`config.mk`:
```
export PLATFORM = sky130hd
export DESIGN_NAME = swrm_ram
export DESIGN_NICKNAME = d
export VERILOG_FILES = /design/src/rtl/swrm_ram.sv
export SDC_FILE = /design/constraint.sdc
export NUM_CORES = 1
export LEC_CHECK = 0
export BUFFER_PORTS_ARGS = -buffer_cell sky130_fd_sc_hd__buf_2
export CORE_MARGIN = 1.5
export CORE_UTILIZATION = 60
export DETAILED_ROUTE_END_ITERATION = 7
export PLACE_DENSITY = 0.77
export SLEW_MARGIN = 20
export SYNTH_ARGS = -nofsm -noshare
export SYNTH_HDL_FRONTEND = slang
export SYNTH_SLANG_ARGS = --single-unit
```
`constraint.sdc`:
```
create_clock -name clk -period 8.6 [get_ports clk]
set_input_delay 0.43 -clock clk [delete_from_list [all_inputs] [get_ports clk]]
set_output_delay 0.43 -clock clk [all_outputs]
set_load 0.1 [all_outputs]
```
`src/rtl/swrm_ram.sv`:
```
// Generic simple dual-port RAM with one write port and one registered read port.
// Depends on nothing; every memory of the rate meter is an instance of it.
module swrm_ram #(
    parameter int WIDTH = 80,
    parameter int DEPTH = 16
) (
    input  logic                     clk,
    input  logic                     we,
    input  logic [$clog2(DEPTH)-1:0] waddr,
    input  logic [WIDTH-1:0]         wdata,
    input  logic [$clog2(DEPTH)-1:0] raddr,
    output logic [WIDTH-1:0]         rdata
);

    logic [WIDTH-1:0] mem [DEPTH];
    logic [WIDTH-1:0] rdata_reg;

    // Write and read; a read at the written address returns the old word.
    always_ff @(posedge clk)
    begin
        if (we)
        begin
            mem[waddr] <= wdata;
        end
        rdata_reg <= mem[raddr];
    end

    assign rdata = rdata_reg;

endmodule

```
==> impl_metrics.ini <==
[logic_synthesis]
postSynthCellCount = 2054
synthTopCellsByArea = edfxtp_1 (78%), mux4_2 (15%), dfxtp_1 (3.2%)
syn_nets = 2144
yosys.area.top_type = edfxtp_1
ys_ff_latch = 1360
synth_top_area_share_pct = 77.8
syn_area_um2 = 49400
ys.warnings.count = 0
post_synth_num_cell_types = 18
avgSynthCellArea_um2 = 24.1
yosysSeqAreaShare_pct = 81.0

[outcome]
status = complete, no violations

[placement]
gp_congestion = 0.739
numPortBuffers = 169
dp_hpwl_um = 51200
placed_cell_area_um2 = 51600

[worst_setup_path]
crit_arrival_ns = 3.41
cp-start-kind = primary input
cp.required_ns = 9.21
crit_type = in -> reg
crit_fanout = 100
crit_path_end_kind = register

[final_layout]
fin_nets = 2385
largest_register_ffs = 1280
mostFrequentLayoutCells = edfxtp_1 (1280), mux4_2 (320), buf_2 (167), a22oi_1 (160), clkbuf_16 (138)
fillers = 4830
area_growth_pct = 13.2
final_area_um2 = 55900
final_common_cell = edfxtp_1
drive_gt1_share_pct = 31.2

[power]
max-vdd-ir-drop_mv = 0.198
power_density_nw_per_um2 = 253
leakage_nw = 18.0

[run]
max-cap-violations = 0

[global_route]
grt_pass1_wl_um = 163000
grt_overflow = 0
grt_pass1_vias = 24400
grt_util_all_layers_pct = 27.0
antenna_found_initial = 20
grt_max_degree = 171

[cts]
clk_pin_slew_ns = 0.06
postCtsHoldBufs = 0
cts_buffers = 133
postCtsSetupBuffers = 0
cts_num_sinks = 1360
clk_root_buffer_cell = clkbuf_16
ctsHtreeMaxLevel = 4
cts_tree = done
clk_latency_ns = 0.73
clock_path_buffers = 3
post_cts_resized = 0

[drt]
drt_iter0_drc = 2645
antenna_left = 0
postRouteWirelength_um = 111000
route.vias.total = 22900
drt_pass1_iterations = 5
wl_per_cell_um = 31.7
drcViolationCount = 0
routed_via_density = 6.58

[sta]
slew_viol_final = 0
grt_setup_unrepaired = no
fin_crit_ns = 2.80
hold_viol = 0
tightestPinTransition_ns = 1.16
post-route-period-util_pct = 32.6
max_freq_mhz = 357
setup_viol = 0
relSlewSlack_pct = 22.6
finClkSkew_ns = 0.0296
fin_tns_setup_ns = 0

[floorplan]
io_pins = 170
core_area_um2 = 81800
row_count = 105
die_x_um = 290
die_h_um = 290
initial_core_util_pct = 60.4
dieArea_um2 = 84100

[min_path]
min_path_type = in -> reg
==> path summary, 6_finish.rpt <==
kind,startpoint,endpoint,slack (ns),cells past startpoint
hold / removal,wdata[37],mem[10][37]$_DFFE_PP_,0.07,1
setup reg to reg,mem[2][54]$_DFFE_PP_,rdata[54]$_DFF_P_,7.17,3
setup / recovery,raddr[0],rdata[51]$_DFF_P_,5.80,6
hold reg to reg,mem[7][20]$_DFFE_PP_,rdata[20]$_DFF_P_,0.67,3
==> layer usage <==
layer  global-route usage, %  vias to the layer above  share of wire (%)
li1                        -                     9299                  -
met1                    34.8                    12200                 36
met2                    46.4                     1212                 53
met3                    4.81                      215                8.1
met4                    10.1                       16                3.0
met5                       0                        -              0.095
==> cell usage after synthesis <==
library cell,n
a22oi_1,160
and2_1,1
buf_1,27
buf_2,23
buf_4,4
buf_6,13
clkbuf_1,40
dfxtp_1,80
edfxtp_1,1280
mux4_2,320
nand2_1,81
nand2b_1,2
nand3_1,1
nand3b_1,2
nor2_1,13
nor2b_1,2
nor3_1,4
or3b_2,1
==> power by group <==
group          leakage, nW  internal, W  total [W]  switching [W]
Sequential            12.2      0.00741    0.00747      0.0000612
Combinational         3.68     0.000254   0.000937       0.000683
Clock                 2.12      0.00333    0.00575        0.00241
==> per-stage QoR <==
step	utilization, %	hold slack (ns)	setup WS [ns]	instances	power (W)
floorplan	-	0.529	1.62	2054	0.00827
global placement	63.0	0.648	5.08	3230	0.00851
detailed placement	63.0	0.655	4.96	3230	0.00854
CTS	68.3	0.0351	5.71	3476	0.0142
global route	68.3	0.0522	5.51	3481	0.0145
finish	68.3	0.0738	5.80	3485	0.0142
==> critical path: stages <==
cell     delay (ns)
buf_8          0.47
buf_4          0.68
buf_12         0.58
mux4_2         0.60
a22oi_1        0.25
nand2_1        0.09
==> area by class of cell <==
type / instances / area [um2] / area share, %
flip-flops and latches: 1360 / 40000 / 71.6
multi-input cells: 587 / 8980 / 16.0
clock buffers: 183 / 3700 / 6.62
well taps: 1070 / 1340 / 2.39
repair buffers: 213 / 1230 / 2.21
clock inverters: 63 / 631 / 1.13
diodes: 9 / 22.5 / 0.0403
==> cell families (layout without fill, tap and decap cells) <==
family | after synthesis | count (layout) | share of synthesized area [%]
other | 0 | 9 | 0
flip-flops | 1360 | 1360 | 81.0
buffers and inverters | 107 | 459 | 1.10
multiplexers | 320 | 320 | 14.6
AND/OR/NAND/NOR | 107 | 107 | 0.876
AO/OA/AOI/OAI | 160 | 160 | 2.43
Note: power is estimated with default switching activity, not from simulation.
