### config.mk
export PLATFORM = sky130hd
export DESIGN_NAME = swrm_scale
export DESIGN_NICKNAME = d
export VERILOG_FILES = /design/src/rtl/swrm_pkg.sv /design/src/rtl/swrm_scale.sv
export SDC_FILE = /design/constraint.sdc
export NUM_CORES = 2
export LEC_CHECK = 0
export ABC_CLOCK_PERIOD_IN_PS = 3660
export BUFFER_PORTS_ARGS = -buffer_cell sky130_fd_sc_hd__buf_4
export CAP_MARGIN = 20
export CORE_MARGIN = 4
export CORE_UTILIZATION = 40
export DETAILED_ROUTE_END_ITERATION = 10
export PLACE_DENSITY = 0.67
export SETUP_SLACK_MARGIN = 0.3
export SLEW_MARGIN = 20
export SYNTH_ARGS = -nofsm -noshare
export SYNTH_HDL_FRONTEND = slang
export SYNTH_SLANG_ARGS = --single-unit
### constraint.sdc
create_clock -name clk -period 3.66 [get_ports clk]
set_clock_uncertainty 0.2 [all_clocks]
set_input_delay 0.732 -clock clk [delete_from_list [all_inputs] [get_ports clk]]
set_output_delay 0.732 -clock clk [all_outputs]
set_load 0.05 [all_outputs]
### src/rtl/swrm_pkg.sv
// Shared types and constants of the sliding window rate meter.
// Holds the state encoding, opcodes, register indexes and bucket entry layout.
// No dependencies.
package swrm_pkg;

    // Field widths fixed by the interface.
    localparam int TIME_W    = 48;
    localparam int COUNT_W   = 32;
    localparam int AMOUNT_W  = 16;
    localparam int RATE_W    = 32;
    localparam int MS_W      = 16;
    localparam int FACTOR_W  = 32;
    localparam int CFG_IDX_W = 2;
    localparam int CFG_DATA_W = 32;

    // Item opcodes.
    localparam logic OP_ADD   = 1'b0;
    localparam logic OP_QUERY = 1'b1;

    // Configuration register indexes.
    localparam logic [CFG_IDX_W-1:0] CFG_WINDOW = 2'd0;
    localparam logic [CFG_IDX_W-1:0] CFG_BUCKET = 2'd1;
    localparam logic [CFG_IDX_W-1:0] CFG_FACTOR = 2'd2;

    // Register values after reset.
    localparam logic [MS_W-1:0]     WINDOW_RST = 16'd1000;
    localparam logic [MS_W-1:0]     BUCKET_RST = 16'd100;
    localparam logic [FACTOR_W-1:0] FACTOR_RST = 32'd524288;

    // One bucket as it sits in the bucket memory.
    typedef struct packed {
        logic [COUNT_W-1:0] count;
        logic [TIME_W-1:0]  stamp;
    } bucket_t;

    localparam int ENTRY_W = $bits(bucket_t);

    // Sequencer states.
    typedef enum logic [3:0] {
        ST_IDLE,
        ST_CUT,
        ST_CHK,
        ST_WALK_CHK,
        ST_WALK_SUB,
        ST_WALK_LD,
        ST_SWEEP,
        ST_ADD,
        ST_ACC,
        ST_MUL,
        ST_WAIT,
        ST_OUT
    } state_t;

endpackage

### src/rtl/swrm_scale.sv
// Scaling unit: total times the Q16.16 factor, rounded and saturated to 32 bits.
// Two pipeline stages; uses swrm_pkg for widths.
module swrm_scale (
    input  logic                           clk,
    input  logic                           rst_n,
    input  logic                           start,
    input  logic [swrm_pkg::COUNT_W-1:0]   total,
    input  logic [swrm_pkg::FACTOR_W-1:0]  factor,
    output logic                           done,
    output logic [swrm_pkg::RATE_W-1:0]    rate
);

    localparam int PROD_W = swrm_pkg::COUNT_W + swrm_pkg::FACTOR_W;
    localparam int SUM_W  = PROD_W - 16 + 1;

    logic [PROD_W-1:0]           prod_reg;
    logic                        stage_reg;
    logic                        done_reg;
    logic [swrm_pkg::RATE_W-1:0] rate_reg;
    logic [SUM_W-1:0]            rounded;

    // Round half up at bit 15, carry kept one bit wider.
    assign rounded = {1'b0, prod_reg[PROD_W-1:16]} + {{(SUM_W-1){1'b0}}, prod_reg[15]};

    // Control pipeline.
    always_ff @(posedge clk or negedge rst_n)
    begin
        if (!rst_n)
        begin
            stage_reg <= 1'b0;
            done_reg  <= 1'b0;
        end
        else
        begin
            stage_reg <= start;
            done_reg  <= stage_reg;
        end
    end

    // Multiply, then round and saturate.
    always_ff @(posedge clk)
    begin
        if (start)
        begin
            prod_reg <= PROD_W'(total) * PROD_W'(factor);
        end
        if (stage_reg)
        begin
            if (rounded[SUM_W-1:swrm_pkg::RATE_W] != '0)
            begin
                rate_reg <= '1;
            end
            else
            begin
                rate_reg <= rounded[swrm_pkg::RATE_W-1:0];
            end
        end
    end

    assign done = done_reg;
    assign rate = rate_reg;

endmodule

==> results.ini <==
[place]
place.gp.congestion=0.893
hpwlAfterDp_um=81000
dp_slack_ps=-4350
port_buffers=99

[die]
io-pin-count=100
rows=110
fp.dieH_um=310
initial_core_util_pct=40.4
core_area_um2=90100
die_w_um=310
dieArea_um2=95900

[cts]
cts_tree=done
cts_sinks=83
htreeDepth=3
clock_tree.buffer_depth=2
clk_pin_slew_ps=70
clock_latency_ps=350
cts_buffers=9
root_buffer=clkbuf_16

[drt]
drc_errors=0
via_per_inst=4.96
ant_nets=0
first_iter_violations=1534
drtPass1Iterations=5
wl_per_cell_um=17.4
num_vias=27200
drt-total-wl_um=95600

[synth]
ys.flop_type=edfxtp_1
yosysMostFrequentCell=fa_1
syn_inst=3889
syn-num-nets=5113
synthTopCellsByCount=fa_1 (895), inv_1 (882), and2_1 (613)
synth_area_per_cell_um2=9.36
synth_top_area_cell=fa_1
synth-async-reset-ratio_pct=2.41
ys_ff_latch=83
synthDistinctLibCells=62
synth-seq-area-share_pct=6.82
yosys_warnings=0
synth_edf_count=81
synth_area_um2=36400
synthTopCellsByArea=fa_1 (49%), and2_1 (11%), inv_1 (9.1%), ha_1 (9.0%), edfxtp_1 (6.7%)
netlist.area_leader.share_pct=49.2

[global_routing]
grt_pass1_vias=29200
grt_max_degree=51
grt_pass1_wl_um=156000
track_usage_pct=20.5
grt_overflow=0
grt_antenna_before_repair=3

[timing]
hold_slack_ps=377
slew_headroom_pct=54.3
hold_viol=0
rsz0062_at_grt=yes
fmax_mhz=133
setup_violations=49
finalMaxSlewViolations=0
period_needed_ps=7520
fin_crit_sh_pct=205
fin_ws_ps=-3860
worst_pin_slew_ps=685

[critical_path]
critPathSlowestCell=fa_1
worstSetupEndpointType=register
slowest_delay_ps=580
arrival_ps=7420
cpLargestDelayFamily=adder cells
path_max_fanout=5
worstSetupPathType=in2reg
crit_top_cell=fa_2
required_ps=3570
cp-start-kind=input port
crit_buf_inv=7

[finish]
drive_gt1_share_pct=21.0
ff_latch_area_um2=2480
final_nets=5523
multi_input_area_um2=31200
fill_cells=8236
largest_reg_flops=49
syn_to_final_growth_pct=22.0
postLayoutCoreUtil_pct=49.3

[run_status]
failed_checks=setup timing
status=finished, violations left

[hold_path]
worstHoldPathType=reg2reg

[flow_run]
maxCapViolCount=0

worst register-to-register path: cells and delay by family, from the launching register on:
family          cells  cell delay, ps
compound gates      2             620
flops               1             380
buf+inv             2             350
simple gates        7            1110
fa+ha+maj           2             330
metal layers:
layer	global-route usage (%)	wire length, um	vias to the layer above
met1	26.6	38700	14200
met5	0	0	-
li1	-	-	12200
met4	6.52	3640	0
met3	1.57	3770	170
met2	36.7	49500	664
path summary, 6_finish.rpt:
check	to	start	slack (ps)	depth (start not counted)
hold / removal	rate[22]	prod_reg[38]	380	2
setup / recovery	prod_reg[52]	total[9]	-3860	26
setup reg to reg	rate[31]	prod_reg[16]	430	13
hold reg to reg	rate[22]	prod_reg[38]	380	2
min in group asynchronous	done	rst_n	510	2
max in group asynchronous	done	rst_n	2670	2
final cells by class:
class	count	area share, %
multi-input combinational	2711	70.2
timing repair buffer	612	12.8
inverter	882	7.45
sequential	83	5.59
tap	1176	3.31
clock buffer	9	0.507
clock inverter	7	0.180
antenna	1	0.00563
metrics by stage:
step | instances | setup TNS [ps] | area (um^2)
2_1_floorplan | 3889 | -159510 | 37200
3_3_place_gp | 5365 | -191960 | 41600
3_5_place_dp | 5365 | -193410 | 41600
4_1_cts | 5451 | -169640 | 43800
5_1_grt | 5481 | -180810 | 44400
6_report | 5481 | -173380 | 44400
cells in the final DEF (no fill, tap or decap), drive strengths merged, types with 4 or more instances in the layout:
cell type  Yosys  routed
a21oi         60      60
a21o          35      35
ha           262     262
and3          13      13
nor3          17      17
fa           895     895
xor2          40      40
nand3         30      30
nand2        501     501
o21ai         35      35
and2         613     613
edfxtp        81      81
clkbuf       206       9
buf            7     609
o21bai        13      13
xnor2         44      44
or3            6       6
inv          882     886
nand4         24      24
and4          10      10
a211oi         4       4
a31oi          8       8
nand2b         4       4
nor2          59      59
logic make-up after synthesis:
group           synth area share [%]
xor+xnor                        2.02
mux                           0.0550
compound gates                  3.31
simple gates                    18.2
flops                           6.82
buf+inv                         11.4
fa+ha+maj                       58.2
what timing repair did:
action	CTS	global route
hold buffers	1	0
buffers inserted	61	29
pin swaps	120	107
hold endpoints to repair	2	0
resized for setup	289	113
cloned	8	0
endpoints found under the setup margin	81	81
Power is left out: the tool's default activity adds up to more than one toggle a clock period on the data nets, which glitch-free logic cannot reach.
